[src/design/ordered_integer_list_engine_macros.svh]
// ----------------------------------------------------------------------------
// Ordered integer list engine: assertion macros
// Immediate-consequence and next-cycle checks, clocked on i_clk and
// disabled while i_rst_n is low.
// ----------------------------------------------------------------------------
`ifndef ORDERED_INTEGER_LIST_ENGINE_MACROS_SVH
`define ORDERED_INTEGER_LIST_ENGINE_MACROS_SVH

`define OILE_ASSERT_IMP(label, ante, cons) \
    label: assert property (@(posedge i_clk) disable iff (!i_rst_n) (ante) |-> (cons)) \
        else $error("List engine check failed.");

`define OILE_ASSERT_NXT(label, ante, cons) \
    label: assert property (@(posedge i_clk) disable iff (!i_rst_n) (ante) |=> (cons)) \
        else $error("List engine check failed.");

`endif

[src/design/oile_pkg.sv]
// ----------------------------------------------------------------------------
// Ordered integer list engine package
// Shared types, request and status codes, and controller interface structs.
// ----------------------------------------------------------------------------
`default_nettype none

package oile_pkg;

    localparam int CAPACITY = 64;
    localparam int AW       = $clog2(CAPACITY);
    localparam int CW       = 7;

    typedef enum logic [2:0] {
        REQ_APPEND  = 3'd0,
        REQ_INSERT  = 3'd1,
        REQ_DEL_VAL = 3'd2,
        REQ_DEL_IDX = 3'd3,
        REQ_REVERSE = 3'd4,
        REQ_READ    = 3'd5
    } t_req;

    typedef enum logic [2:0] {
        ST_OK        = 3'd0,
        ST_NOT_FOUND = 3'd1,
        ST_RANGE     = 3'd2,
        ST_FULL      = 3'd3,
        ST_EMPTY     = 3'd4
    } t_status;

    typedef struct packed {
        logic [2:0]         req_type;
        logic signed [31:0] item_value;
        logic [6:0]         position;
    } t_in_item;

    typedef struct packed {
        logic signed [31:0] out_value;
        logic [2:0]         status;
        logic               last;
    } t_out_item;

    typedef enum logic [3:0] {
        S_IDLE, S_DECODE, S_INS_CHK, S_INS_WR, S_SRCH_RD, S_SRCH_CMP,
        S_DN_CHK, S_DN_WR, S_REV_RD_LO, S_REV_RD_HI, S_REV_WR_LO,
        S_REV_WR_HI, S_RD_ISSUE, S_RD_EMIT, S_EMIT
    } t_state;

    typedef enum logic [1:0] {A_IDX, A_IDXM1, A_IDXP1, A_HI} t_rsel;
    typedef enum logic [1:0] {D_VAL, D_RDATA, D_TMP} t_dsel;
    typedef enum logic [2:0] {
        IDX_HOLD, IDX_ZERO, IDX_COUNT, IDX_POS, IDX_INC, IDX_DEC
    } t_idx_op;
    typedef enum logic [1:0] {CNT_HOLD, CNT_INC, CNT_DEC} t_cnt_op;

    typedef struct packed {
        logic       latch;
        logic       rd_en;
        t_rsel      rd_sel;
        logic       wr_en;
        logic       wr_hi;
        t_dsel      wr_data;
        t_idx_op    idx_op;
        logic       hi_load;
        logic       hi_dec;
        logic       tmp_ld;
        t_cnt_op    cnt_op;
        logic       out_ld;
        logic       out_elem;
        logic [2:0] out_status;
        logic       out_last;
    } t_cmd;

    typedef struct packed {
        logic [2:0]    req_type;
        logic [CW-1:0] count;
        logic          count_zero;
        logic          count_full;
        logic          count_le1;
        logic          pos_ge_count;
        logic          idx_gt_tgt;
        logic          idx_eq_count;
        logic          idx_p1_lt_count;
        logic          idx_lt_hi;
        logic          is_last;
        logic          match;
        logic          out_free;
    } t_stat;

endpackage

`default_nettype wire

[src/design/oile_datapath.sv]
// ----------------------------------------------------------------------------
// Ordered integer list engine datapath
// Element store, count, walk pointers, request latch and output register.
// ----------------------------------------------------------------------------
`default_nettype none

module oile_datapath
    import oile_pkg::*;
(
    input  wire logic      i_clk,
    input  wire logic      i_rst_n,
    input  wire t_in_item  i_item,
    input  wire t_cmd      i_cmd,
    output t_stat          o_stat,
    output logic           o_valid,
    input  wire logic      i_ready,
    output t_out_item      o_item
);

    logic [31:0]   r_mem [CAPACITY];
    logic [31:0]   r_rdata;
    logic [31:0]   r_tmp;
    t_in_item      r_req;
    logic [CW-1:0] r_count;
    logic [CW-1:0] r_idx;
    logic [CW-1:0] r_hi;
    logic          r_ovalid;
    t_out_item     r_oitem;

    logic [CW-1:0] w_idx_p1;
    logic [CW-1:0] w_idx_m1;
    logic [CW-1:0] w_tgt;
    logic [CW-1:0] w_raddr;
    logic [CW-1:0] w_waddr;
    logic [31:0]   w_wdata;

    assign w_idx_p1 = r_idx + CW'(1);
    assign w_idx_m1 = r_idx - CW'(1);

    always_comb begin
        if (r_req.req_type == REQ_APPEND || r_req.position > r_count) begin
            w_tgt = r_count;
        end else begin
            w_tgt = r_req.position;
        end
        case (i_cmd.rd_sel)
            A_IDX:   w_raddr = r_idx;
            A_IDXM1: w_raddr = w_idx_m1;
            A_IDXP1: w_raddr = w_idx_p1;
            A_HI:    w_raddr = r_hi;
            default: w_raddr = r_idx;
        endcase
        w_waddr = i_cmd.wr_hi ? r_hi : r_idx;
        case (i_cmd.wr_data)
            D_VAL:   w_wdata = r_req.item_value;
            D_RDATA: w_wdata = r_rdata;
            D_TMP:   w_wdata = r_tmp;
            default: w_wdata = r_rdata;
        endcase
    end

    always_ff @(posedge i_clk) begin
        if (i_cmd.wr_en) begin
            r_mem[w_waddr[AW-1:0]] <= w_wdata;
        end
        if (i_cmd.rd_en) begin
            r_rdata <= r_mem[w_raddr[AW-1:0]];
        end
        if (i_cmd.tmp_ld) begin
            r_tmp <= r_rdata;
        end
        if (i_cmd.latch) begin
            r_req <= i_item;
        end
        case (i_cmd.idx_op)
            IDX_ZERO:  r_idx <= '0;
            IDX_COUNT: r_idx <= r_count;
            IDX_POS:   r_idx <= r_req.position;
            IDX_INC:   r_idx <= w_idx_p1;
            IDX_DEC:   r_idx <= w_idx_m1;
            default:   r_idx <= r_idx;
        endcase
        if (i_cmd.hi_load) begin
            r_hi <= r_count - CW'(1);
        end else if (i_cmd.hi_dec) begin
            r_hi <= r_hi - CW'(1);
        end
        if (i_cmd.out_ld) begin
            r_oitem.out_value <= i_cmd.out_elem ? r_rdata : '0;
            r_oitem.status    <= i_cmd.out_status;
            r_oitem.last      <= i_cmd.out_last;
        end
    end

    always_ff @(posedge i_clk) begin
        if (!i_rst_n) begin
            r_count  <= '0;
            r_ovalid <= 1'b0;
        end else begin
            case (i_cmd.cnt_op)
                CNT_INC: r_count <= r_count + CW'(1);
                CNT_DEC: r_count <= r_count - CW'(1);
                default: r_count <= r_count;
            endcase
            if (i_cmd.out_ld) begin
                r_ovalid <= 1'b1;
            end else if (i_ready) begin
                r_ovalid <= 1'b0;
            end
        end
    end

    always_comb begin
        o_stat.req_type        = r_req.req_type;
        o_stat.count           = r_count;
        o_stat.count_zero      = (r_count == '0);
        o_stat.count_full      = (r_count >= CW'(CAPACITY));
        o_stat.count_le1       = (r_count <= CW'(1));
        o_stat.pos_ge_count    = (r_req.position >= r_count);
        o_stat.idx_gt_tgt      = (r_idx > w_tgt);
        o_stat.idx_eq_count    = (r_idx == r_count);
        o_stat.idx_p1_lt_count = (w_idx_p1 < r_count);
        o_stat.idx_lt_hi       = (r_idx < r_hi);
        o_stat.is_last         = (w_idx_p1 == r_count);
        o_stat.match           = (r_rdata == r_req.item_value);
        o_stat.out_free        = !r_ovalid || i_ready;
    end

    assign o_valid = r_ovalid;
    assign o_item  = r_oitem;

endmodule

`default_nettype wire

[src/design/oile_ctrl.sv]
// ----------------------------------------------------------------------------
// Ordered integer list engine controller
// Sequences each request as reads, writes and pointer steps on the datapath.
// ----------------------------------------------------------------------------
`default_nettype none

module oile_ctrl
    import oile_pkg::*;
(
    input  wire logic  i_clk,
    input  wire logic  i_rst_n,
    input  wire logic  i_valid,
    output logic       o_ready,
    input  wire t_stat i_stat,
    output t_cmd       o_cmd
);

    t_state     r_state;
    t_state     n_state;
    logic [2:0] r_st;
    logic [2:0] n_st;

    always_ff @(posedge i_clk) begin
        if (!i_rst_n) begin
            r_state <= S_IDLE;
            r_st    <= ST_OK;
        end else begin
            r_state <= n_state;
            r_st    <= n_st;
        end
    end

    always_comb begin
        n_state = r_state;
        n_st    = r_st;
        o_cmd   = '0;
        o_cmd.rd_sel  = A_IDX;
        o_cmd.wr_data = D_RDATA;
        o_cmd.idx_op  = IDX_HOLD;
        o_cmd.cnt_op  = CNT_HOLD;
        case (r_state)
            S_IDLE: begin
                if (i_valid) begin
                    o_cmd.latch = 1'b1;
                    n_state     = S_DECODE;
                end
            end
            S_DECODE: begin
                n_st    = ST_OK;
                n_state = S_EMIT;
                case (i_stat.req_type)
                    REQ_APPEND, REQ_INSERT: begin
                        if (i_stat.count_full) begin
                            n_st = ST_FULL;
                        end else begin
                            o_cmd.idx_op = IDX_COUNT;
                            n_state      = S_INS_CHK;
                        end
                    end
                    REQ_DEL_VAL: begin
                        if (i_stat.count_zero) begin
                            n_st = ST_EMPTY;
                        end else begin
                            o_cmd.idx_op = IDX_ZERO;
                            n_state      = S_SRCH_RD;
                        end
                    end
                    REQ_DEL_IDX: begin
                        if (i_stat.count_zero) begin
                            n_st = ST_EMPTY;
                        end else if (i_stat.pos_ge_count) begin
                            n_st = ST_RANGE;
                        end else begin
                            o_cmd.idx_op = IDX_POS;
                            n_state      = S_DN_CHK;
                        end
                    end
                    REQ_REVERSE: begin
                        if (!i_stat.count_le1) begin
                            o_cmd.idx_op  = IDX_ZERO;
                            o_cmd.hi_load = 1'b1;
                            n_state       = S_REV_RD_LO;
                        end
                    end
                    REQ_READ: begin
                        if (i_stat.count_zero) begin
                            n_st = ST_EMPTY;
                        end else begin
                            o_cmd.idx_op = IDX_ZERO;
                            n_state      = S_RD_ISSUE;
                        end
                    end
                    default: begin
                        n_st = ST_OK;
                    end
                endcase
            end
            S_INS_CHK: begin
                if (i_stat.idx_gt_tgt) begin
                    o_cmd.rd_en  = 1'b1;
                    o_cmd.rd_sel = A_IDXM1;
                    n_state      = S_INS_WR;
                end else begin
                    o_cmd.wr_en   = 1'b1;
                    o_cmd.wr_data = D_VAL;
                    o_cmd.cnt_op  = CNT_INC;
                    n_st          = ST_OK;
                    n_state       = S_EMIT;
                end
            end
            S_INS_WR: begin
                o_cmd.wr_en  = 1'b1;
                o_cmd.idx_op = IDX_DEC;
                n_state      = S_INS_CHK;
            end
            S_SRCH_RD: begin
                if (i_stat.idx_eq_count) begin
                    n_st    = ST_NOT_FOUND;
                    n_state = S_EMIT;
                end else begin
                    o_cmd.rd_en = 1'b1;
                    n_state     = S_SRCH_CMP;
                end
            end
            S_SRCH_CMP: begin
                if (i_stat.match) begin
                    n_state = S_DN_CHK;
                end else begin
                    o_cmd.idx_op = IDX_INC;
                    n_state      = S_SRCH_RD;
                end
            end
            S_DN_CHK: begin
                if (i_stat.idx_p1_lt_count) begin
                    o_cmd.rd_en  = 1'b1;
                    o_cmd.rd_sel = A_IDXP1;
                    n_state      = S_DN_WR;
                end else begin
                    o_cmd.cnt_op = CNT_DEC;
                    n_st         = ST_OK;
                    n_state      = S_EMIT;
                end
            end
            S_DN_WR: begin
                o_cmd.wr_en  = 1'b1;
                o_cmd.idx_op = IDX_INC;
                n_state      = S_DN_CHK;
            end
            S_REV_RD_LO: begin
                if (i_stat.idx_lt_hi) begin
                    o_cmd.rd_en = 1'b1;
                    n_state     = S_REV_RD_HI;
                end else begin
                    n_st    = ST_OK;
                    n_state = S_EMIT;
                end
            end
            S_REV_RD_HI: begin
                o_cmd.tmp_ld = 1'b1;
                o_cmd.rd_en  = 1'b1;
                o_cmd.rd_sel = A_HI;
                n_state      = S_REV_WR_LO;
            end
            S_REV_WR_LO: begin
                o_cmd.wr_en = 1'b1;
                n_state     = S_REV_WR_HI;
            end
            S_REV_WR_HI: begin
                o_cmd.wr_en   = 1'b1;
                o_cmd.wr_hi   = 1'b1;
                o_cmd.wr_data = D_TMP;
                o_cmd.idx_op  = IDX_INC;
                o_cmd.hi_dec  = 1'b1;
                n_state       = S_REV_RD_LO;
            end
            S_RD_ISSUE: begin
                o_cmd.rd_en = 1'b1;
                n_state     = S_RD_EMIT;
            end
            S_RD_EMIT: begin
                if (i_stat.out_free) begin
                    o_cmd.out_ld     = 1'b1;
                    o_cmd.out_elem   = 1'b1;
                    o_cmd.out_status = ST_OK;
                    o_cmd.out_last   = i_stat.is_last;
                    o_cmd.idx_op     = IDX_INC;
                    n_state          = i_stat.is_last ? S_IDLE : S_RD_ISSUE;
                end
            end
            S_EMIT: begin
                if (i_stat.out_free) begin
                    o_cmd.out_ld     = 1'b1;
                    o_cmd.out_status = r_st;
                    o_cmd.out_last   = 1'b1;
                    n_state          = S_IDLE;
                end
            end
            default: begin
                n_state = S_IDLE;
            end
        endcase
    end

    assign o_ready = (r_state == S_IDLE);

endmodule

`default_nettype wire

[src/design/ordered_integer_list_engine.sv]
// ----------------------------------------------------------------------------
// Ordered integer list engine
// Keeps an ordered list of signed 32-bit values and serves list requests.
// ----------------------------------------------------------------------------
// One request is handled at a time. Insert and delete shift elements
// through the element store, reading each moved element and then writing
// it; delete by value first searches with a read and a compare per element.
// Reverse swaps pairs with a read of each end, then a write of each end;
// read-out reads each element and emits it when the output register is free.
// ----------------------------------------------------------------------------
`default_nettype none

`include "ordered_integer_list_engine_macros.svh"

module ordered_integer_list_engine
    import oile_pkg::*;
(
    input  wire logic     i_clk,
    input  wire logic     i_rst_n,
    input  wire logic     i_valid,
    output logic          o_ready,
    input  wire t_in_item i_item,
    output logic          o_valid,
    input  wire logic     i_ready,
    output t_out_item     o_item
);

    t_cmd  w_cmd;
    t_stat w_stat;

    oile_ctrl u_ctrl (
        .i_clk   (i_clk),
        .i_rst_n (i_rst_n),
        .i_valid (i_valid),
        .o_ready (o_ready),
        .i_stat  (w_stat),
        .o_cmd   (w_cmd)
    );

    oile_datapath u_dp (
        .i_clk   (i_clk),
        .i_rst_n (i_rst_n),
        .i_item  (i_item),
        .i_cmd   (w_cmd),
        .o_stat  (w_stat),
        .o_valid (o_valid),
        .i_ready (i_ready),
        .o_item  (o_item)
    );

    `OILE_ASSERT_IMP(a_count_bound, 1'b1, w_stat.count <= CW'(CAPACITY))
    `OILE_ASSERT_IMP(a_no_write_on_emit, w_cmd.wr_en, !w_cmd.out_ld)
    `OILE_ASSERT_NXT(a_busy_after_accept, i_valid && o_ready, !o_ready)

endmodule

`default_nettype wire

[config.mk]
export PLATFORM = sky130hd
export DESIGN_NAME = ordered_integer_list_engine
export DESIGN_NICKNAME = d
export VERILOG_FILES = /design/src/design/oile_pkg.sv /design/src/design/oile_datapath.sv /design/src/design/oile_ctrl.sv /design/src/design/ordered_integer_list_engine.sv
export VERILOG_INCLUDE_DIRS = /design/src /design/src/design
export SDC_FILE = /design/constraint.sdc
export NUM_CORES = 2
export LEC_CHECK = 0
export BUFFER_PORTS_ARGS = -buffer_cell sky130_fd_sc_hd__buf_2
export CAP_MARGIN = 5
export CORE_MARGIN = 2
export CORE_UTILIZATION = 45
export CTS_CLUSTER_SIZE = 24
export DETAILED_ROUTE_END_ITERATION = 10
export PLACE_DENSITY_LB_ADDON = 0.05
export SYNTH_ARGS = -nofsm -noshare
export SYNTH_HDL_FRONTEND = slang
export SYNTH_SLANG_ARGS = --single-unit
[constraint.sdc]
create_clock -name i_clk -period 12.7 [get_ports i_clk]
set_input_delay 2.54 -clock i_clk [delete_from_list [all_inputs] [get_ports i_clk]]
set_output_delay 2.54 -clock i_clk [all_outputs]
set_load 0.1 [all_outputs]
# Word level (Yosys, flattened, before mapping)
# Memories as Yosys holds them, arrays and structs flattened. A register that Yosys moved wholly into a read port is not among the register bits.
# Cells that the tools add are included.
classes:
  addsub: 5
  magnitude_cmp: 7
  eq_ne: 40
  muxes: 73
  n_reduce_logical: 20
op_table:
  columns: ["op", "count"]
  rows:
  - ["32-bit one-hot mux with 2 select lines", 1]
  - ["4-bit one-hot mux with 15 select lines", 1]
  - ["4-bit 2-to-1 mux", 12]
  - ["3-bit 2-to-1 mux", 13]
  - ["7-bit one-hot mux with 5 select lines", 1]
  - ["32-bit == test", 1]
  - ["3-bit one-hot mux with 5 select lines", 2]
  - ["4-bit == test (second input constant)", 7]
  - ["6-bit one-hot mux with 4 select lines", 1]
  - ["7-bit 2-to-1 mux", 3]
  - ["7-bit by 1-bit subtractor with 7-bit output (second input constant)", 3]
  - ["4-bit one-hot mux with 5 select lines", 1]
  - ["1-bit 2-to-1 mux", 18]
  - ["4-bit by 3-bit == test with 1-bit output (second input constant)", 4]
  - ["2-bit 2-to-1 mux", 8]
  - ["7-bit by 1-bit adder with 7-bit output (second input constant)", 2]
  - ["7-bit == test", 2]
  - ["7-bit > comparator", 2]
  - ["7-bit less-than comparator", 2]
  - ["7-bit one-hot mux with 2 select lines", 1]
  - ["3-bit by 2-bit == test with 1-bit output (second input constant)", 4]
  - ["3-bit == test (second input constant)", 4]
  - ["6-bit 2-to-1 mux", 2]
  - ["3-bit one-hot mux with 4 select lines", 1]
  - ["other kinds (28)", 49]
word_totals:
  register_bits: 139
  ramBits: 2048
  inputBits: 46
  output_inout_bits: 38
  word_cells: 159
  n_memories: 1
mem_list:
  columns: ["name", "depth", "word_bits", "rd", "rd_clocked_by_memory_dff", "write_ports", "line_no", "rtl"]
  rows:
  - ["u_dp.r_mem", 64, 32, 1, 1, 1, "oile_datapath.sv:20", "logic [31:0] r_mem [CAPACITY];"]

# Depth between registers and ports, before layout
depth:
  depth_word: 8
  ltp_mapped: 29
  depth_no_buf: 20

# By module
# From an unflattened synthesis, not the netlist that was laid out.
hier_totals:
  cells_unflattened: 6442
  area_unflattened_um2: 96397.5
modules_own_cells:
  columns: ["mod", "n_inst", "cells_each", "area_per_inst_um2", "seq_area_each_um2"]
  rows:
  - ["oile_datapath", 1, 6301, 95460.3, 66343.6]
  - ["oile_ctrl", 1, 141, 937.1, 140.1]

# Worst setup path before layout
# Ideal clock, no wire load.
synth_timing:
  path_kind: "register -> output"
  start: "reg u_ctrl.r_state[2]"
  end: "out o_ready"
  arrival_ns: 3.595
  required_ns: 10.160
  path_slack_ns: 6.565
  path_stages_with_launch: 4
  n_path_buf: 2
  path_cell_list: "dfxtp_1 > buf_2 > buf_1 > nor4_1"
synth_between:
  elab_chain_len: 1
synth_rtl:
  columns: ["element", "line_no", "rtl"]
  rows:
  - ["from (decl)", "oile_ctrl.sv:18", "t_state r_state;"]
  - ["from (signal assigned)", "oile_ctrl.sv:28", "r_state <= n_state;"]
  - ["4-bit logical NOT", "oile_ctrl.sv:204", "assign o_ready = (r_state == S_IDLE);"]
  - ["to (decl)", "ordered_integer_list_engine.sv:21", "output logic o_ready,"]
# Every way passes these cells.

# Worst setup path in the final report
layout_timing:
  start: "reg u_dp.r_count[4]"
  end: "reg u_dp.r_rdata[12] (read register of u_dp.r_mem), data pin"
layout_between:
  elab_chain_len: 8
  word_cells_on_any_way: 16
  cone_classes: "order compare (3); eq/ne (4); mux (7); reduce/logical (2)"
layout_rtl:
  columns: ["element", "line_no", "rtl"]
  rows:
  - ["from (decl)", "oile_datapath.sv:24", "logic [CW-1:0] r_count;"]
  - ["from (signal assigned)", "oile_datapath.sv:101", "CNT_INC: r_count <= r_count + CW'(1);"]
  - ["from (signal assigned)", "oile_datapath.sv:102", "CNT_DEC: r_count <= r_count - CW'(1);"]
  - ["from (signal assigned)", "oile_datapath.sv:103", "default: r_count <= r_count;"]
  - ["7-bit > comparator", "oile_datapath.sv:41", "if (r_req.req_type == REQ_APPEND || r_req.position > r_count) begin"]
  - ["1-bit logical OR", "oile_datapath.sv:41", null]
  - ["7-bit 2-to-1 mux", "oile_datapath.sv:41", null]
  - ["7-bit > comparator", "oile_datapath.sv:120", "o_stat.idx_gt_tgt = (r_idx > w_tgt);"]
  - ["3-bit 2-to-1 mux", "oile_ctrl.sv:99", "if (i_stat.idx_gt_tgt) begin"]
  - ["2-bit one-hot mux with 3 select lines", "oile_ctrl.sv:41", "case (r_state)"]
  - ["2-bit == test (tied with other cells)", "oile_datapath.sv:46", "case (i_cmd.rd_sel)"]
  - ["6-bit one-hot mux with 4 select lines", "oile_datapath.sv:46", null]
  - ["to (decl)", "oile_datapath.sv:21", "logic [31:0] r_rdata;"]
# Parallel ways exist; a longest one is shown, timed or not.
# A chain may end at the register's enable or synchronous reset.

==> results summary <==
The worst path uses 64.8% of the clock period. The count of vias placed by the detailed router is 57400. The number of global-route vias before repair was 54600. The run finished with clean final reports. The area fraction of the dominant cell type after synthesis is 74.0%. The CTS clock-pin slew for the worst setup and hold paths came out at 60 ps. The standard cell core area is 197000 µm². The final number of max-transition violations was 0. The number of setup buffers added after CTS is 0.

Setup violations remaining at the end of the flow were counted as 0. The first global-routing pass estimated 418 mm of wire. The ratio of cells with drive above 1 in the final layout came out at 10.7%. The detailed router finished its first iteration with ~7100 violations. The total overflow left after global routing is 0. The post-synthesis cell area came out at 89400 µm².

The max-slew headroom at the worst pin came out at 18.7%. The number of synthesis warnings came out at 0. The later-pin clock latency in the skew report came out at 900 ps. The number of different library cells used by synthesis comes to 75. Once detail routing completed, the nets flagged for antenna violations numbered 0. The clock tree skew after final layout came out at 61.4 ps. The worst-case IR drop observed on VDD is 0.000263 V. The sum of net half-perimeters after detailed placement is 162 mm. The initial core utilization is between 40% and 50%. The final hold violation count came out at 0.

Dividing the detail-routed wire length by the instance count gives 31.3 µm. Entering global routing, the biggest net connects roughly 180 pins. Synthesis produced 6535 cells. The tool flagged a number of max-cap violations equal to 0. The synthesized area per cell came out at 13.7 µm². The final routed DRC violation total came out at 0. The share of synthesized flip-flops with an asynchronous set or reset came out at 0%. The number of cells upsized or downsized after cts is 0. The design draws 28.5 mW. For this design, the sink count on the clock tree is 2219.

After synthesis, flip-flops and latches occupy roughly three quarters of the total area. The quantity of I/O buffers inserted on ports is 83. The maximum root-to-sink buffer count is 3. The growth of design area from synthesis to finish is 12.7%.

The nature of the critical path endpoint is a flip-flop. The post-cts hold buffer count is 0. The start-to-end type of the worst setup path is flip-flop to flip-flop. The total clock buffers created by CTS is 232.

In the global route stage, overall resource usage came out at 28.9%. The first-pass iteration count of the detailed router came out at 8. The final weighted congestion of routability-driven global placement came out at 0.850. The path depth of the worst reg2reg path is 23.

The cell area power density came out at 282 nW/µm². The largest area contributor in the synthesized netlist is sky130_fd_sc_hd__edfxtp_1. The final critical delay including setup and external delays is 8230 ps. The commonest cells after synthesis are sky130_fd_sc_hd__edfxtp_1, sky130_fd_sc_hd__nand2_1, sky130_fd_sc_hd__nand3_1, sky130_fd_sc_hd__a21oi_1, sky130_fd_sc_hd__clkbuf_1. Using the TritonRoute via totals, the vias-per-cell ratio works out to about 6.1. The row count is 163. The register-to-register setup slack is 4470 ps. The number of stages on the worst hold path is 1. The critical path required time came out at 13320 ps. The I/O pin total came out at 84. The die is 450 µm tall. The number of antenna violations at the first check in global routing is 25. The net count of the mapped netlist came out at 6616. The post-layout net count came out at ~6700. In this run the critical register-to-register path is captured at u_dp.r_rdata[12]$_DFFE_PP_. The most repeated cell in the gate-level netlist after synthesis is sky130_fd_sc_hd__edfxtp_1. The final-layout fill cell count came out at 16900. The prevailing post-synth register cell is sky130_fd_sc_hd__edfxtp_1.

TritonCTS built the clock tree. The tightest min-delay check is of the flip-flop to flip-flop type. The timing-limited maximum frequency is 121 MHz. The total negative slack for setup checks came out at 0 ps. The worst hold path begins at u_ctrl.r_st[0]$_SDFFE_PN0P_. The count of state elements after synthesis is between 2000 and 2500. The transition time at the pin with the least slew margin came out at 1220 ps.

The die boundary width came out at 450 µm. The endpoint with the worst hold slack is u_ctrl.r_st[0]$_SDFFE_PN0P_. The leakage power is 33.6 nW. After detailed routing, the total wire length is 296 mm. Setup repair after global routing left no endpoint under its margin.

The critical path startpoint category is a flip-flop. The maximum fanout count along the critical path came out at roughly 180. The critical path launch point is u_dp.r_count[4]$_SDFFE_PN0P_. In this run the clock root is driven by a sky130_fd_sc_hd__clkbuf_16. The number of enable-type register cells in the synthesized netlist is 2204. The critical path data arrival time is 8850 ps. The worst register-to-register path begins at u_dp.r_count[4]$_SDFFE_PN0P_. By area the synthesized netlist is led by sky130_fd_sc_hd__edfxtp_1, sky130_fd_sc_hd__nand2_1, sky130_fd_sc_hd__nand3_1. The count of H-tree levels built during CTS is 4.

The die area came out at approximately 200000 µm².
==> metrics by stage <==
| step | util, % | hold slack (ps) | cell area, µm² | instances | setup slack [ps] |
|---|---|---|---|---|---|
| 2_1_floorplan | - | 451 | 89400 | 6535 | 6570 |
| 3_3_place_gp | 47.4 | 520 | 93600 | 9032 | 4610 |
| 3_5_place_dp | 47.4 | 507 | 93600 | 9032 | 4570 |
| 4_1_cts | 51.1 | 529 | 101000 | 9462 | 4570 |
| 5_1_grt | 51.1 | 547 | 101000 | 9468 | 4150 |
| 6_report | 51.1 | 539 | 101000 | 9472 | 4470 |
==> cell families after synthesis <==
logic type,count (synthesis),share of synthesized area (%)
AND/OR/NAND/NOR,2637,12.8
flip-flops,2219,74.3
buffers and inverters,460,2.32
adder cells (fa/ha/maj),35,0.490
AO/OA/AOI/OAI,956,7.54
multiplexers,168,1.90
XOR/XNOR,60,0.588
==> worst max-delay path by stage <==
stage,depth (start not counted),to,slack (ps)
floorplan,3,o_ready,6570
finish,23,u_dp.r_rdata[12]$_DFFE_PP_,4470
global placement,23,u_dp.r_rdata[12]$_DFFE_PP_,4610
global route,23,u_dp.r_rdata[12]$_DFFE_PP_,4150
detailed placement,23,u_dp.r_rdata[12]$_DFFE_PP_,4570
CTS,23,u_dp.r_rdata[12]$_DFFE_PP_,4570
==> worst max-delay path, cell delays in order, from the launching register on <==
cell,delay (ps)
sky130_fd_sc_hd__dfxtp_1,540
sky130_fd_sc_hd__inv_1,220
sky130_fd_sc_hd__ha_1,360
sky130_fd_sc_hd__a21o_1,170
sky130_fd_sc_hd__a21oi_1,150
sky130_fd_sc_hd__nor2b_1,80
sky130_fd_sc_hd__nor3_1,180
sky130_fd_sc_hd__o32ai_1,130
sky130_fd_sc_hd__buf_4,190
sky130_fd_sc_hd__mux2i_1,130
sky130_fd_sc_hd__ha_1,330
sky130_fd_sc_hd__and4_1,260
sky130_fd_sc_hd__a21boi_0,490
sky130_fd_sc_hd__o21a_1,550
sky130_fd_sc_hd__or3_4,230
sky130_fd_sc_hd__buf_4,400
sky130_fd_sc_hd__nand3_4,490
sky130_fd_sc_hd__buf_12,440
sky130_fd_sc_hd__buf_4,580
sky130_fd_sc_hd__a221oi_1,430
sky130_fd_sc_hd__a311oi_1,90
sky130_fd_sc_hd__a21oi_1,160
sky130_fd_sc_hd__nand4_1,660
sky130_fd_sc_hd__and3_1,470
==> cell usage in the layout (no fill, tap or decap), drive strengths merged, types with 29 or more instances in the layout <==
| cell type | instances |
|---|---|
| mux2i | 165 |
| a311oi | 47 |
| a32oi | 99 |
| a22oi | 73 |
| buf | 286 |
| nor2 | 183 |
| o22ai | 36 |
| a221oi | 108 |
| ha | 35 |
| xnor2 | 52 |
| and2 | 43 |
| edfxtp | 2204 |
| a21oi | 235 |
| clkbuf | 304 |
| a31oi | 120 |
| clkinv | 107 |
| nand4 | 73 |
| inv | 37 |
| o21ai | 80 |
| nor3 | 29 |
| and3 | 161 |
| nand3 | 476 |
| nand2 | 1596 |
==> per-layer routing <==
metal  track usage (%)  wire (µm)  up-vias
met5                 0         92        -
met4              9.42       9850       16
met3              5.32      24400      417
met2              45.3     137000     2481
met1              40.7     125000    29600
li1                  -          -    24900
==> power breakdown <==
part           total (mW)  leakage (nW)  internal (mW)  switching (mW)
Clock                6.49          3.48           3.60            2.89
Sequential           10.3          19.9           9.94           0.329
Combinational        11.7          10.2           2.78            8.92
Total                28.5          33.6           16.3            12.1
==> sequential cells by signal, summed over array words and instances, names as in the netlist <==
name and cells:
u_ctrl.r_state 4, u_dp.r_rdata 32, u_dp.r_mem 2048, u_dp.o_item 36, u_dp.r_req 39, u_dp.o_valid 1
u_dp.r_hi 7, u_ctrl.r_st 3, u_dp.r_idx 7, u_dp.r_count 7, u_dp.r_tmp 32, u_dp.o_stat 3
==> layout make-up <==
cell class              count  area, µm²  area share, %
well taps                2640       3300           3.28
diodes                     10       25.0         0.0248
repair buffers            286       2090           2.07
clock inverters           126       1060           1.06
inverters                  31        116          0.115
multi-input cells        3856      21700           21.5
flip-flops and latches   2219      66500           65.9
clock buffers             304       6100           6.05
Power figures use the tool's default switching activity.
